**src/hw/rtl/collision_warning_ttc_classifier_macros.svh**
```systemverilog
// ----------------------------------------------------------------------------
// Collision warning TTC classifier - assertion macros
// Shared concurrent assertion forms, clocked on clk and disabled in reset.
// ----------------------------------------------------------------------------
`ifndef COLLISION_WARNING_TTC_CLASSIFIER_MACROS_SVH
`define COLLISION_WARNING_TTC_CLASSIFIER_MACROS_SVH

// same-cycle implication
`define CWTC_ASSERT_IMP(label, ante, cons, msg) \
	label: assert property (@(posedge clk) disable iff (!arst_n) (ante) |-> (cons)) \
		else $error(msg);

// next-cycle implication
`define CWTC_ASSERT_NXT(label, ante, cons, msg) \
	label: assert property (@(posedge clk) disable iff (!arst_n) (ante) |=> (cons)) \
		else $error(msg);

`endif

```
**src/hw/rtl/cwtc_pkg.sv**
```systemverilog
`timescale 1ns / 1ps
// ----------------------------------------------------------------------------
// Collision warning TTC classifier - package
// Widths, register codes, reset values and shared types.
// ----------------------------------------------------------------------------
package cwtc_pkg;

	localparam int SPEED_WIDTH_DEF = 21;
	localparam int DIST_W          = 16;
	localparam int TTC_W           = 16;
	localparam int RAW_W           = 21;
	localparam int OUT_SPEED_W     = 21;
	localparam int QUO_W           = DIST_W + 8;
	localparam int GAIN_W          = 9;
	localparam int MUL_B_W         = GAIN_W + 1;
	localparam int HOLD_W          = 4;
	localparam int CFG_IDX_W       = 3;
	localparam int CFG_DATA_W      = 16;
	localparam int FRAC_SHIFT      = 8;

	localparam logic [TTC_W-1:0]  TTC_NONE   = 16'hFFFF;
	localparam logic [TTC_W-1:0]  TTC_MAX    = 16'hFFFE;
	localparam logic [GAIN_W-1:0] GAIN_ONE   = 9'd256;
	localparam int                RAW_SCALE  = 10;
	localparam int                ROUND_BIAS = 128;

	// register indexes
	localparam logic [CFG_IDX_W-1:0] REG_DANGER_ENTER = 3'd0;
	localparam logic [CFG_IDX_W-1:0] REG_DANGER_EXIT  = 3'd1;
	localparam logic [CFG_IDX_W-1:0] REG_WARNING      = 3'd2;
	localparam logic [CFG_IDX_W-1:0] REG_DANGER_HOLD  = 3'd3;
	localparam logic [CFG_IDX_W-1:0] REG_MIN_SPEED    = 3'd4;
	localparam logic [CFG_IDX_W-1:0] REG_FILTER_GAIN  = 3'd5;

	// register reset values
	localparam logic [TTC_W-1:0]  RST_DANGER_ENTER = 16'd384;
	localparam logic [TTC_W-1:0]  RST_DANGER_EXIT  = 16'd307;
	localparam logic [TTC_W-1:0]  RST_WARNING      = 16'd1280;
	localparam logic [HOLD_W-1:0] RST_DANGER_HOLD  = 4'd8;
	localparam logic [15:0]       RST_MIN_SPEED    = 16'd16;
	localparam logic [GAIN_W-1:0] RST_FILTER_GAIN  = 9'd102;

	typedef enum logic [1:0] {
		WS_SAFE    = 2'd0,
		WS_WARNING = 2'd1,
		WS_DANGER  = 2'd2
	} warn_t;

	typedef enum logic [2:0] {
		CS_IDLE,
		CS_DIFF,
		CS_MUL_G,
		CS_MUL_F,
		CS_SAT,
		CS_CHK,
		CS_DIV,
		CS_DONE
	} ctrl_state_t;

	typedef struct packed {
		logic busy;
		logic done;
	} div_stat_t;

endpackage

```
**src/hw/rtl/cwtc_mac.sv**
```systemverilog
`timescale 1ns / 1ps
// ----------------------------------------------------------------------------
// Collision warning TTC classifier - shared multiply-accumulate unit
// One signed multiplier with an adder, result registered on enable.
// ----------------------------------------------------------------------------
module cwtc_mac
	import cwtc_pkg::*;
#(
	parameter int AW    = RAW_W,
	parameter int ACC_W = RAW_W + MUL_B_W + 1
) (
	input  logic                    clk,
	input  logic                    en,
	input  logic signed [AW-1:0]    op_a,
	input  logic signed [MUL_B_W-1:0] op_b,
	input  logic signed [ACC_W-1:0] addend,
	output logic signed [ACC_W-1:0] acc
);

	logic signed [AW+MUL_B_W-1:0] prod;
	logic signed [ACC_W-1:0]      acc_q;

	assign prod = op_a * op_b;

	always_ff @(posedge clk) begin
		if (en) begin
			acc_q <= ACC_W'(prod) + addend;
		end
	end

	assign acc = acc_q;

endmodule

```
**src/hw/rtl/cwtc_div.sv**
```systemverilog
`timescale 1ns / 1ps
// ----------------------------------------------------------------------------
// Collision warning TTC classifier - bit-serial divider
// Restoring division, one quotient bit per cycle, QUO_W quotient bits per divide.
// ----------------------------------------------------------------------------
module cwtc_div
	import cwtc_pkg::*;
#(
	parameter int DIVISOR_W = SPEED_WIDTH_DEF
) (
	input  logic                 clk,
	input  logic                 arst_n,
	input  logic                 start,
	input  logic [QUO_W-1:0]     dividend,
	input  logic [DIVISOR_W-1:0] divisor,
	output logic [QUO_W-1:0]     quotient,
	output div_stat_t            stat
);

	localparam int CNT_W = $clog2(QUO_W);

	logic                 busy_q;
	logic                 done_q;
	logic [CNT_W-1:0]     cnt_q;
	logic [DIVISOR_W-1:0] rem_q;
	logic [DIVISOR_W-1:0] dvs_q;
	logic [QUO_W-1:0]     quo_q;
	logic [DIVISOR_W:0]   rem_sh;
	logic [DIVISOR_W:0]   rem_nx;
	logic                 ge;

	assign rem_sh = {rem_q, quo_q[QUO_W-1]};
	assign ge     = rem_sh >= {1'b0, dvs_q};
	assign rem_nx = ge ? (rem_sh - {1'b0, dvs_q}) : rem_sh;

	always_ff @(posedge clk or negedge arst_n) begin
		if (!arst_n) begin
			busy_q <= 1'b0;
			done_q <= 1'b0;
			cnt_q  <= '0;
		end else begin
			done_q <= 1'b0;
			if (start) begin
				busy_q <= 1'b1;
				cnt_q  <= '0;
			end else if (busy_q) begin
				cnt_q <= cnt_q + 1'b1;
				if (cnt_q == CNT_W'(QUO_W - 1)) begin
					busy_q <= 1'b0;
					done_q <= 1'b1;
				end
			end
		end
	end

	always_ff @(posedge clk) begin
		if (start) begin
			rem_q <= '0;
			quo_q <= dividend;
			dvs_q <= divisor;
		end else if (busy_q) begin
			rem_q <= rem_nx[DIVISOR_W-1:0];
			quo_q <= {quo_q[QUO_W-2:0], ge};
		end
	end

	assign quotient  = quo_q;
	assign stat.busy = busy_q;
	assign stat.done = done_q;

endmodule

```
**src/hw/rtl/collision_warning_ttc_classifier.sv**
```systemverilog
`timescale 1ns / 1ps
// ----------------------------------------------------------------------------
// Collision warning TTC classifier - top level
// Speed estimate, IIR filter, time to collision and safe/warning/danger FSM.
// ----------------------------------------------------------------------------
// One range sample is taken per transaction and gives one result. The block
// is busy while a sample is processed: the shared multiplier runs three
// passes (difference scaling, new-estimate weight, old-estimate weight),
// followed by a saturate step and a closing-speed check. When the object is
// closing faster than min_closing_speed, a bit-serial divider produces the
// time to collision, one quotient bit per cycle. The result then waits in
// the done step until the previous result has been taken. Configuration
// writes are always accepted and must be issued while the block is idle.
`include "collision_warning_ttc_classifier_macros.svh"

module collision_warning_ttc_classifier
	import cwtc_pkg::*;
#(
	parameter int SPEED_WIDTH = SPEED_WIDTH_DEF
) (
	input  logic                   clk,
	input  logic                   arst_n,
	input  logic                   in_valid,
	output logic                   in_ready,
	input  logic [DIST_W-1:0]      distance,
	output logic                   out_valid,
	input  logic                   out_ready,
	output logic [1:0]             warn_state,
	output logic [TTC_W-1:0]       time_to_collision,
	output logic [OUT_SPEED_W-1:0] speed_filt,
	input  logic                   cfg_valid,
	output logic                   cfg_ready,
	input  logic [CFG_IDX_W-1:0]   cfg_index,
	input  logic [CFG_DATA_W-1:0]  cfg_data
);

	localparam int W     = SPEED_WIDTH;
	localparam int AW    = (SPEED_WIDTH > RAW_W) ? SPEED_WIDTH : RAW_W;
	localparam int ACC_W = AW + MUL_B_W + 1;

	// configuration
	logic [TTC_W-1:0]  enter_q;
	logic [TTC_W-1:0]  exit_q;
	logic [TTC_W-1:0]  warn_q;
	logic [HOLD_W-1:0] hold_cfg_q;
	logic [15:0]       vmin_q;
	logic [GAIN_W-1:0] gain_q;

	// sample state
	ctrl_state_t       state_q, state_nx;
	logic [DIST_W-1:0] dist_q;
	logic [DIST_W-1:0] prev_q;
	logic signed [W-1:0] fs_q;
	warn_t             cur_q, cur_nx;
	logic [HOLD_W-1:0] hold_q, hold_nx;
	logic              closing_q;

	// result register
	logic                   out_valid_q;
	logic [1:0]             ws_out_q;
	logic [TTC_W-1:0]       ttc_out_q;
	logic [OUT_SPEED_W-1:0] spd_out_q;

	// datapath
	logic                    mac_en;
	logic signed [AW-1:0]    mac_a;
	logic signed [MUL_B_W-1:0] mac_b;
	logic signed [ACC_W-1:0] mac_add;
	logic signed [ACC_W-1:0] mac_acc;
	logic [GAIN_W-1:0]       g;
	logic signed [DIST_W:0]  diff_s;
	logic signed [ACC_W-1:0] sh;
	logic signed [W-1:0]     fs_sat;
	logic signed [W:0]       closing_s;
	logic                    closing_c;
	logic                    div_start;
	logic [QUO_W-1:0]        quo;
	div_stat_t               div_stat;
	logic [TTC_W-1:0]        ttc_c;
	logic                    keep;
	logic                    load_out;
	logic signed [AW-1:0]    fs_ext;

	assign cfg_ready = 1'b1;

	always_ff @(posedge clk or negedge arst_n) begin
		if (!arst_n) begin
			enter_q    <= RST_DANGER_ENTER;
			exit_q     <= RST_DANGER_EXIT;
			warn_q     <= RST_WARNING;
			hold_cfg_q <= RST_DANGER_HOLD;
			vmin_q     <= RST_MIN_SPEED;
			gain_q     <= RST_FILTER_GAIN;
		end else if (cfg_valid) begin
			case (cfg_index)
				REG_DANGER_ENTER: enter_q    <= cfg_data;
				REG_DANGER_EXIT:  exit_q     <= cfg_data;
				REG_WARNING:      warn_q     <= cfg_data;
				REG_DANGER_HOLD:  hold_cfg_q <= cfg_data[HOLD_W-1:0];
				REG_MIN_SPEED:    vmin_q     <= cfg_data;
				REG_FILTER_GAIN:  gain_q     <= cfg_data[GAIN_W-1:0];
				default: begin
				end
			endcase
		end
	end

	// gain above one is treated as one
	assign g      = (gain_q > GAIN_ONE) ? GAIN_ONE : gain_q;
	assign diff_s = $signed({1'b0, dist_q}) - $signed({1'b0, prev_q});

	// floor divide by 256 is an arithmetic shift
	assign sh = mac_acc >>> FRAC_SHIFT;

	always_comb begin
		if ((sh[ACC_W-1:W-1] == '0) || (sh[ACC_W-1:W-1] == '1)) begin
			fs_sat = sh[W-1:0];
		end else if (sh[ACC_W-1]) begin
			fs_sat = {1'b1, {(W-1){1'b0}}};
		end else begin
			fs_sat = {1'b0, {(W-1){1'b1}}};
		end
	end

	assign closing_s = -((W+1)'(fs_q));
	assign closing_c = closing_s > $signed((W+1)'(vmin_q));

	cwtc_mac #(
		.AW    (AW),
		.ACC_W (ACC_W)
	) u_mac (
		.clk    (clk),
		.en     (mac_en),
		.op_a   (mac_a),
		.op_b   (mac_b),
		.addend (mac_add),
		.acc    (mac_acc)
	);

	cwtc_div #(
		.DIVISOR_W (W)
	) u_div (
		.clk      (clk),
		.arst_n   (arst_n),
		.start    (div_start),
		.dividend ({dist_q, 8'd0}),
		.divisor  (closing_s[W-1:0]),
		.quotient (quo),
		.stat     (div_stat)
	);

	// time to collision and classification
	always_comb begin
		if (!closing_q) begin
			ttc_c = TTC_NONE;
		end else if (quo > QUO_W'(TTC_MAX)) begin
			ttc_c = TTC_MAX;
		end else begin
			ttc_c = quo[TTC_W-1:0];
		end

		keep    = 1'b0;
		cur_nx  = cur_q;
		hold_nx = hold_q;
		if (cur_q == WS_DANGER) begin
			if (hold_q != '0) begin
				hold_nx = hold_q - 1'b1;
				keep    = 1'b1;
			end else if ((ttc_c != '0) && (ttc_c < exit_q)) begin
				keep = 1'b1;
			end
		end
		if (!keep) begin
			if ((ttc_c != '0) && (ttc_c < enter_q)) begin
				cur_nx  = WS_DANGER;
				hold_nx = hold_cfg_q;
			end else if (ttc_c < warn_q) begin
				cur_nx = WS_WARNING;
			end else begin
				cur_nx = WS_SAFE;
			end
		end
	end

	always_ff @(posedge clk or negedge arst_n) begin
		if (!arst_n) begin
			state_q <= CS_IDLE;
		end else begin
			state_q <= state_nx;
		end
	end

	always_comb begin
		state_nx  = state_q;
		in_ready  = 1'b0;
		mac_en    = 1'b0;
		mac_a     = '0;
		mac_b     = '0;
		mac_add   = '0;
		div_start = 1'b0;
		load_out  = 1'b0;
		case (state_q)
			CS_IDLE: begin
				in_ready = 1'b1;
				if (in_valid) begin
					state_nx = CS_DIFF;
				end
			end
			CS_DIFF: begin
				mac_en   = 1'b1;
				mac_a    = AW'(diff_s);
				mac_b    = MUL_B_W'(RAW_SCALE);
				state_nx = CS_MUL_G;
			end
			CS_MUL_G: begin
				// new estimate times its weight
				mac_en   = 1'b1;
				mac_a    = mac_acc[AW-1:0];
				mac_b    = $signed({1'b0, g});
				state_nx = CS_MUL_F;
			end
			CS_MUL_F: begin
				// old estimate times the complement, plus rounding
				mac_en   = 1'b1;
				mac_a    = AW'(fs_q);
				mac_b    = $signed({1'b0, GAIN_ONE - g});
				mac_add  = mac_acc + ACC_W'(ROUND_BIAS);
				state_nx = CS_SAT;
			end
			CS_SAT: begin
				state_nx = CS_CHK;
			end
			CS_CHK: begin
				div_start = closing_c;
				state_nx  = closing_c ? CS_DIV : CS_DONE;
			end
			CS_DIV: begin
				if (div_stat.done) begin
					state_nx = CS_DONE;
				end
			end
			CS_DONE: begin
				if (!out_valid_q || out_ready) begin
					load_out = 1'b1;
					state_nx = CS_IDLE;
				end
			end
			default: begin
				state_nx = CS_IDLE;
			end
		endcase
	end

	always_ff @(posedge clk) begin
		if (in_valid && in_ready) begin
			dist_q <= distance;
		end
	end

	always_ff @(posedge clk or negedge arst_n) begin
		if (!arst_n) begin
			prev_q    <= '0;
			fs_q      <= '0;
			cur_q     <= WS_SAFE;
			hold_q    <= '0;
			closing_q <= 1'b0;
		end else begin
			if (state_q == CS_SAT) begin
				fs_q   <= fs_sat;
				prev_q <= dist_q;
			end
			if (state_q == CS_CHK) begin
				closing_q <= closing_c;
			end
			if (load_out) begin
				cur_q  <= cur_nx;
				hold_q <= hold_nx;
			end
		end
	end

	assign fs_ext = AW'(fs_q);

	always_ff @(posedge clk or negedge arst_n) begin
		if (!arst_n) begin
			out_valid_q <= 1'b0;
		end else if (load_out) begin
			out_valid_q <= 1'b1;
		end else if (out_ready) begin
			out_valid_q <= 1'b0;
		end
	end

	always_ff @(posedge clk) begin
		if (load_out) begin
			ws_out_q  <= cur_nx;
			ttc_out_q <= ttc_c;
			spd_out_q <= fs_ext[OUT_SPEED_W-1:0];
		end
	end

	assign out_valid         = out_valid_q;
	assign warn_state        = ws_out_q;
	assign time_to_collision = ttc_out_q;
	assign speed_filt        = spd_out_q;

	`CWTC_ASSERT_IMP(a_hold_only_in_danger, hold_q != '0, cur_q == WS_DANGER, "hold count running outside danger")
	`CWTC_ASSERT_IMP(a_div_in_div_state, div_stat.busy || div_stat.done, state_q == CS_DIV, "divider active outside divide step")
	`CWTC_ASSERT_NXT(a_accept_starts, in_valid && in_ready, state_q == CS_DIFF, "accepted sample did not start processing")
	`CWTC_ASSERT_IMP(a_closing_has_ttc, state_q == CS_DONE && closing_q, ttc_c != TTC_NONE, "closing object reported as not approaching")

endmodule

```
**config.mk**
```make
export PLATFORM = sky130hd
export DESIGN_NAME = collision_warning_ttc_classifier
export DESIGN_NICKNAME = d
export VERILOG_FILES = /design/src/hw/rtl/cwtc_pkg.sv /design/src/hw/rtl/cwtc_mac.sv /design/src/hw/rtl/cwtc_div.sv /design/src/hw/rtl/collision_warning_ttc_classifier.sv
export VERILOG_INCLUDE_DIRS = /design/src /design/src/hw/rtl
export SDC_FILE = /design/constraint.sdc
export NUM_CORES = 1
export LEC_CHECK = 0
export ABC_AREA = 1
export BUFFER_PORTS_ARGS = -buffer_cell sky130_fd_sc_hd__buf_2
export CAP_MARGIN = 20
export CORE_MARGIN = 10
export CORE_UTILIZATION = 55
export DETAILED_ROUTE_END_ITERATION = 10
export MAX_ROUTING_LAYER = met4
export PLACE_DENSITY_LB_ADDON = 0.15
export SKIP_CTS_REPAIR_TIMING = 1
export SYNTH_ARGS = -nofsm -noshare
export SYNTH_HDL_FRONTEND = slang
export SYNTH_SLANG_ARGS = --single-unit
```
**constraint.sdc**
```tcl
create_clock -name clk -period 20.1 [get_ports clk]
set_input_delay 1.005 -clock clk [delete_from_list [all_inputs] [get_ports clk]]
set_output_delay 1.005 -clock clk [all_outputs]
set_load 0.03 [all_outputs]
```
# After elaboration in Yosys (flattened, before gate mapping)
# Index checks and enable logic that the tools add are counted.
# word_totals
wordCells	121
regBits	285
output_inout_bits	42
# op_classes
eq_ne	18
order_cmp	7
n_addsub	8
n_mux	41
n_mul	1
n_reduce_logical	21
# op_table
operator	n
21-bit two-way mux	3
21-bit one-hot mux with 3 select lines	1
16-bit less-than comparator	3
24-bit two-way mux	2
31-bit by 32-bit adder with 32-bit output	1
32-bit by 9-bit adder with 32-bit output (second input constant)	1
16-bit two-way mux	2
32-bit two-way mux	1
21-bit by 10-bit multiplier with 31-bit output	1
9-bit one-hot mux with 3 select lines	1
24-bit by 16-bit > comparator with 1-bit output (second input constant)	1
3-bit one-hot mux with 8 select lines	1
22-bit by 21-bit >= comparator with 1-bit output	1
22-bit by 17-bit > comparator with 1-bit output	1
21-bit negation with 22-bit output	1
21-bit subtractor	1
3-bit equality test (second input constant)	6
1-bit two-way mux	18
16-bit by 16-bit subtractor with 17-bit output	1
4-bit two-way mux	4
16-bit nonzero test	1
12-bit equality test (second input constant)	1
3-bit by 2-bit equality test with 1-bit output (second input constant)	4
12-bit logical NOT	1
other kinds (22)	38

# Depth between registers and ports, before layout
# logic_depth
depth_word	9
ltp_mapped	39
ltp_nobuf	38

# Modules after synthesis
# Synthesis repeated with hierarchy kept, for this count alone.
# hier_totals
cells_unflattened	3281
area_unflattened_um2	25777.2
# by_module_without_submodules
mod	area_per_inst_um2	cells_per_inst	instances
collision_warning_ttc_classifier	10801.6	1312	1
cwtc_mac	10369.9	1344	1
cwtc_div	4605.7	625	1

# Worst setup path after synthesis
# OpenSTA, ideal clock, no wires.
# synth_path
path_kind	register to register
start	reg dist_q[0]
end	reg u_mac.acc_q[30] (netlist: u_mac.acc[30]) (data pin)
arrival_ns	6.516
stages_incl_launch_ff	35
setup_slack_ns	13.319
period_less_slack_ns	6.781
cell_sequence	edfxtp_1 -> inv_1 -> ha_1 -> fa_1 -> inv_1 -> nand2_1 -> nand2_1 -> nand2_1 -> nand2_1 -> nand2_1 -> nand2_1 -> a21oi_1 -> o21ai_0 -> a21oi_1 -> o21ai_1 -> nand2_1 -> inv_1 -> nor2_1 -> fa_1 -> inv_1 -> fa_1 -> fa_1 -> inv_1 -> fa_1 -> inv_1 -> fa_1 -> inv_1 -> ha_1 -> nand2_1 -> inv_1 -> nand3_1 -> nor3_1 -> inv_1 -> o2111ai_1 -> xor2_1
# synth_via
elab_chain_len	4
# synth_rtl
item	line_no	text
from (decl)	collision_warning_ttc_classifier.sv:51	logic [DIST_W-1:0] dist_q;
from (signal assigned)	collision_warning_ttc_classifier.sv:256	dist_q <= distance;
16-bit by 16-bit subtractor with 17-bit output	collision_warning_ttc_classifier.sv:110	assign diff_s = $signed({1'b0, dist_q}) - $signed({1'b0, prev_q});
21-bit one-hot mux with 3 select lines	collision_warning_ttc_classifier.sv:202	case (state_q)
21-bit by 10-bit multiplier with 31-bit output	cwtc_mac.sv:23	assign prod = op_a * op_b;
31-bit by 32-bit adder with 32-bit output	cwtc_mac.sv:27	acc_q <= ACC_W'(prod) + addend;
to (signal assigned)	cwtc_mac.sv:27	
to (decl)	cwtc_mac.sv:21	logic signed [ACC_W-1:0] acc_q;
# Every way passes these cells.
# A chain may end at the register's enable or synchronous reset.

# Worst setup path in the final report
# layout_path
start	reg state_q[0]
end	reg u_mac.acc_q[30] (netlist: u_mac.acc[30]) (data pin)
# layout_via
elab_chain_len	4
word_cells_on_any_way	8
classes_between	add/sub: 1; mul: 1; eq/ne: 3; mux: 3
# layout_rtl
item	line_no	text
from (decl)	collision_warning_ttc_classifier.sv:50	ctrl_state_t state_q, state_nx;
from (signal assigned)	collision_warning_ttc_classifier.sv:189	state_q <= state_nx;
3-bit by 2-bit equality test with 1-bit output or 3-bit by 1-bit equality test with 1-bit output (tied branches)	collision_warning_ttc_classifier.sv:202	
21-bit one-hot mux with 3 select lines or 9-bit one-hot mux with 3 select lines (tied branches)	collision_warning_ttc_classifier.sv:202	
21-bit by 10-bit multiplier with 31-bit output	cwtc_mac.sv:23	
31-bit by 32-bit adder with 32-bit output *	cwtc_mac.sv:27	
# Every way passes the cells marked *; elsewhere a longest branch is shown, timed or not.

==> summary.txt <==
Detailed routing
  – 1st-pass router iterations: 6
  – Initial DRC Count: 1,645
  – Post-route ant nets: 0
  – Vias: 19,000
  – Via density: 5.42
  – # DRC: 0
  – Post-DR wirelength/cell: 18.4 µm
  – Wire length after detailed routing: 64.4 mm

STA
  – TNS Setup: 0 ns
  – Hold WS: 0.476 ns
  – Final setup violation count: 0
  – Crit share post-route: 41.7%
  – Clock Skew: 0.0192 ns
  – Hold Violations, Final: 0
  – Unrepaired setup endpoints after global routing: no
  – Crit path time final: 8.39 ns
  – Fmax: 119 MHz
  – Worst-Margin Slew: 1.07 ns
  – Slew Limit Headroom: 28.8%
  – Slew Limit Fails: 0

CTS
  – Clock buffer count from CTS: 34
  – Clk root buf: clkbuf_16
  – Clk Latency, worst-skew pair: 0.56 ns
  – Clock net sink count: 285
  – Max clock buf depth: 3
  – Clock transition time at the flip-flop clock pins of the worst setup and hold paths: 0.06 ns
  – CTS tree: yes
  – H-tree Lvls: 2

Floorplanning
  – Core area: 42,200 µm²
  – DIE AREA: 51,800 µm²
  – Die Span X: 228 µm
  – # IOs: 82
  – Die Y-Extent: 228 µm
  – Starting Density: 56.1%
  – # rows: 75

Placement
  – Placed Cells: 3,440
  – Dpl hpwl: 51.1 mm
  – Final RePlAce weighted congestion: 0.939
  – IO Port Bufs: 80
  – Post-DP Area: 24,600 µm²

Worst setup path
  – Startpoint types: register
  – Kind of critical path: reg -> reg
  – Critical Path AT: 8.68 ns
  – CP Capture Type: register
  – Max FO, Critical Path: 38
  – Worst endpoint required time: 20.39 ns

Yosys
  – Ys Warns: 0
  – Largest cells by area after synthesis: fa_1 16%, edfxtp_1 16%, dfrtp_1 12%
  – Synth area leader: fa_1
  – Avg Cell Area, Syn: 8.25 µm²
  – #FFs+latches synth: 285
  – Prevailing post-synth register cell: edfxtp_1
  – Yosys cell types: 59
  – Yosys top cell area share: 16.2%
  – Post-Synthesis Cell Area: 23,700 µm²
  – Syn nets: 3,281
  – Post-synth EDFFs: 124
  – Post-synth ARST share: 46.3%
  – Synthesized instance count: 2,873
  – Seq/Total Area, Yosys: 32.2%

GRT
  – Initial antenna violation count: 2
  – First-pass GRT wire length: 104 mm
  – Total GRT Usage: 26.4%
  – Largest net degree at the start of global routing: 83
  – GR Overflow Total: 0
  – Vias in the first global route: 19,000

Flow run
  – Maxcap violations: 0

Final layout
  – Design area: 25,800 µm²
  – Area Overhead vs Synth: 8.71%
  – Most common cell after layout, fill and taps aside: inv_1
  – Final Non-Filler Cells: 3,508
  – Layout cells sized above 1: 7.58%
  – Commonest non-fill, non-tap cells in the layout: 630 x inv_1, 609 x nand2_1, 200 x o21ai_0, 192 x fa_1, 179 x a21oi_1
  – # nets final: 3,349

Pwr
  – Pwr Total: 4240 µW
  – Worst VDD drop: 142 µV
  – Lkg Pwr: 0.0128 µW
  – Power per Cell Area: 165 nW/µm²

Status
  – Outcome: complete, no violations

Worst hold path
  – Hold Crit Class: in -> async
[cell type report]
| class | instances | area [µm²] |
|---|---|---|
| Fill cell | 3841 | 16500 |
| Multi-Input combinational cell | 1887 | 13400 |
| Sequential cell | 285 | 7630 |
| Inverter | 635 | 2390 |
| Clock buffer | 44 | 950 |
| Tap cell | 539 | 674 |
| Timing Repair Buffer | 98 | 557 |
| Clock inverter | 18 | 151 |
| Antenna cell | 2 | 5.00 |
[final timing paths]
path	slack [ns]	startpoint	depth (start not counted)	end
min reg2reg	0.48	exit_q[3]	2	exit_q[3]
max in group asynchronous	18.39	arst_n	2	fs_ext[20]
min	0.48	arst_n	1	exit_q[15]
min in group clk	0.48	exit_q[3]	2	exit_q[3]
max reg2reg	11.71	state_q[0]	24	u_mac.acc[30]
max	11.71	state_q[0]	24	u_mac.acc[30]
[state kept, by name (all words and copies together) (netlist names), 3 cells and up]
signal             cells
dist_q                16
enter_q               16
exit_q                16
fs_ext                21
gain_q                 9
hold_cfg_q             4
hold_q                 4
prev_q                16
speed_filt            21
state_q                3
time_to_collision     16
u_div.cnt_q            5
u_div.dvs_q           21
u_div.quotient        24
u_div.rem_q           21
u_mac.acc             32
vmin_q                16
warn_q                16
[through the flow]
stage / setup slack, ns / utilization (%)
floorplan: 13.32 / -
global placement: 11.91 / 58.3
detailed placement: 11.88 / 58.3
CTS: 11.82 / 60.9
global route: 11.24 / 61.0
finish: 11.71 / 61.0
[metal layers]
layer	vias up	track usage, %	part of all wire (%)
li1	9188	-	-
met1	9102	33.9	43
met2	580	41.5	47
met3	132	4.26	6.6
met4	0	10.1	3.6
met5	-	-	0
[power by group]
group	total [µW]	internal [µW]	switching [µW]
Combinational	2530	863	1670
Sequential	1100	891	208
Clock	616	352	265
[Yosys cell counts (5+ instances only)]
| cell | number |
|---|---|
| a21boi_0 | 7 |
| a21o_1 | 5 |
| a21oi_1 | 179 |
| a22oi_1 | 12 |
| a31oi_1 | 5 |
| buf_2 | 13 |
| clkbuf_1 | 44 |
| dfrtp_1 | 117 |
| dfstp_2 | 15 |
| dfxtp_1 | 29 |
| edfxtp_1 | 124 |
| fa_1 | 192 |
| ha_1 | 176 |
| inv_1 | 630 |
| nand2_1 | 609 |
| nand3_1 | 92 |
| nand4_1 | 30 |
| nor2_1 | 176 |
| nor2_2 | 7 |
| nor3_1 | 30 |
| nor4_1 | 14 |
| o211ai_1 | 5 |
| o21a_1 | 6 |
| o21ai_0 | 204 |
| o21ai_1 | 5 |
| o21bai_1 | 5 |
| o221ai_2 | 6 |
| or2_2 | 12 |
| xnor2_1 | 28 |
| xor2_1 | 36 |
[kinds of logic (layout without fill, tap and decap cells)]
kind of cell | Yosys count | count (layout) | synth area share, %
and+or+nand+nor | 998 | 998 | 18.0
adders and majority gates | 368 | 368 | 25.5
xor gates and xnor gates | 64 | 64 | 2.37
AOI/OAI and AO/OA | 456 | 456 | 10.6
buffers and inverters | 701 | 795 | 11.3
DFF | 285 | 285 | 32.2
other | 1 | 3 | 0.0158
[worst max-delay path: stages (launching register included)]
cell	delay, ns
dfrtp_1	0.47
nand2_1	0.16
nor2_2	0.10
buf_4	0.40
clkinv_1	0.88
o221ai_1	1.06
nand2_1	0.18
fa_1	0.56
fa_1	0.53
inv_1	0.05
ha_1	0.31
fa_1	0.54
inv_1	0.06
fa_1	0.55
inv_1	0.05
ha_1	0.34
a21oi_1	0.13
a21boi_0	0.48
inv_1	0.18
nand3_1	0.11
nand3_1	0.10
a21boi_0	0.42
nand3b_1	0.17
o2111ai_1	0.12
xor2_1	0.17
(Power assumes the default switching activity.)
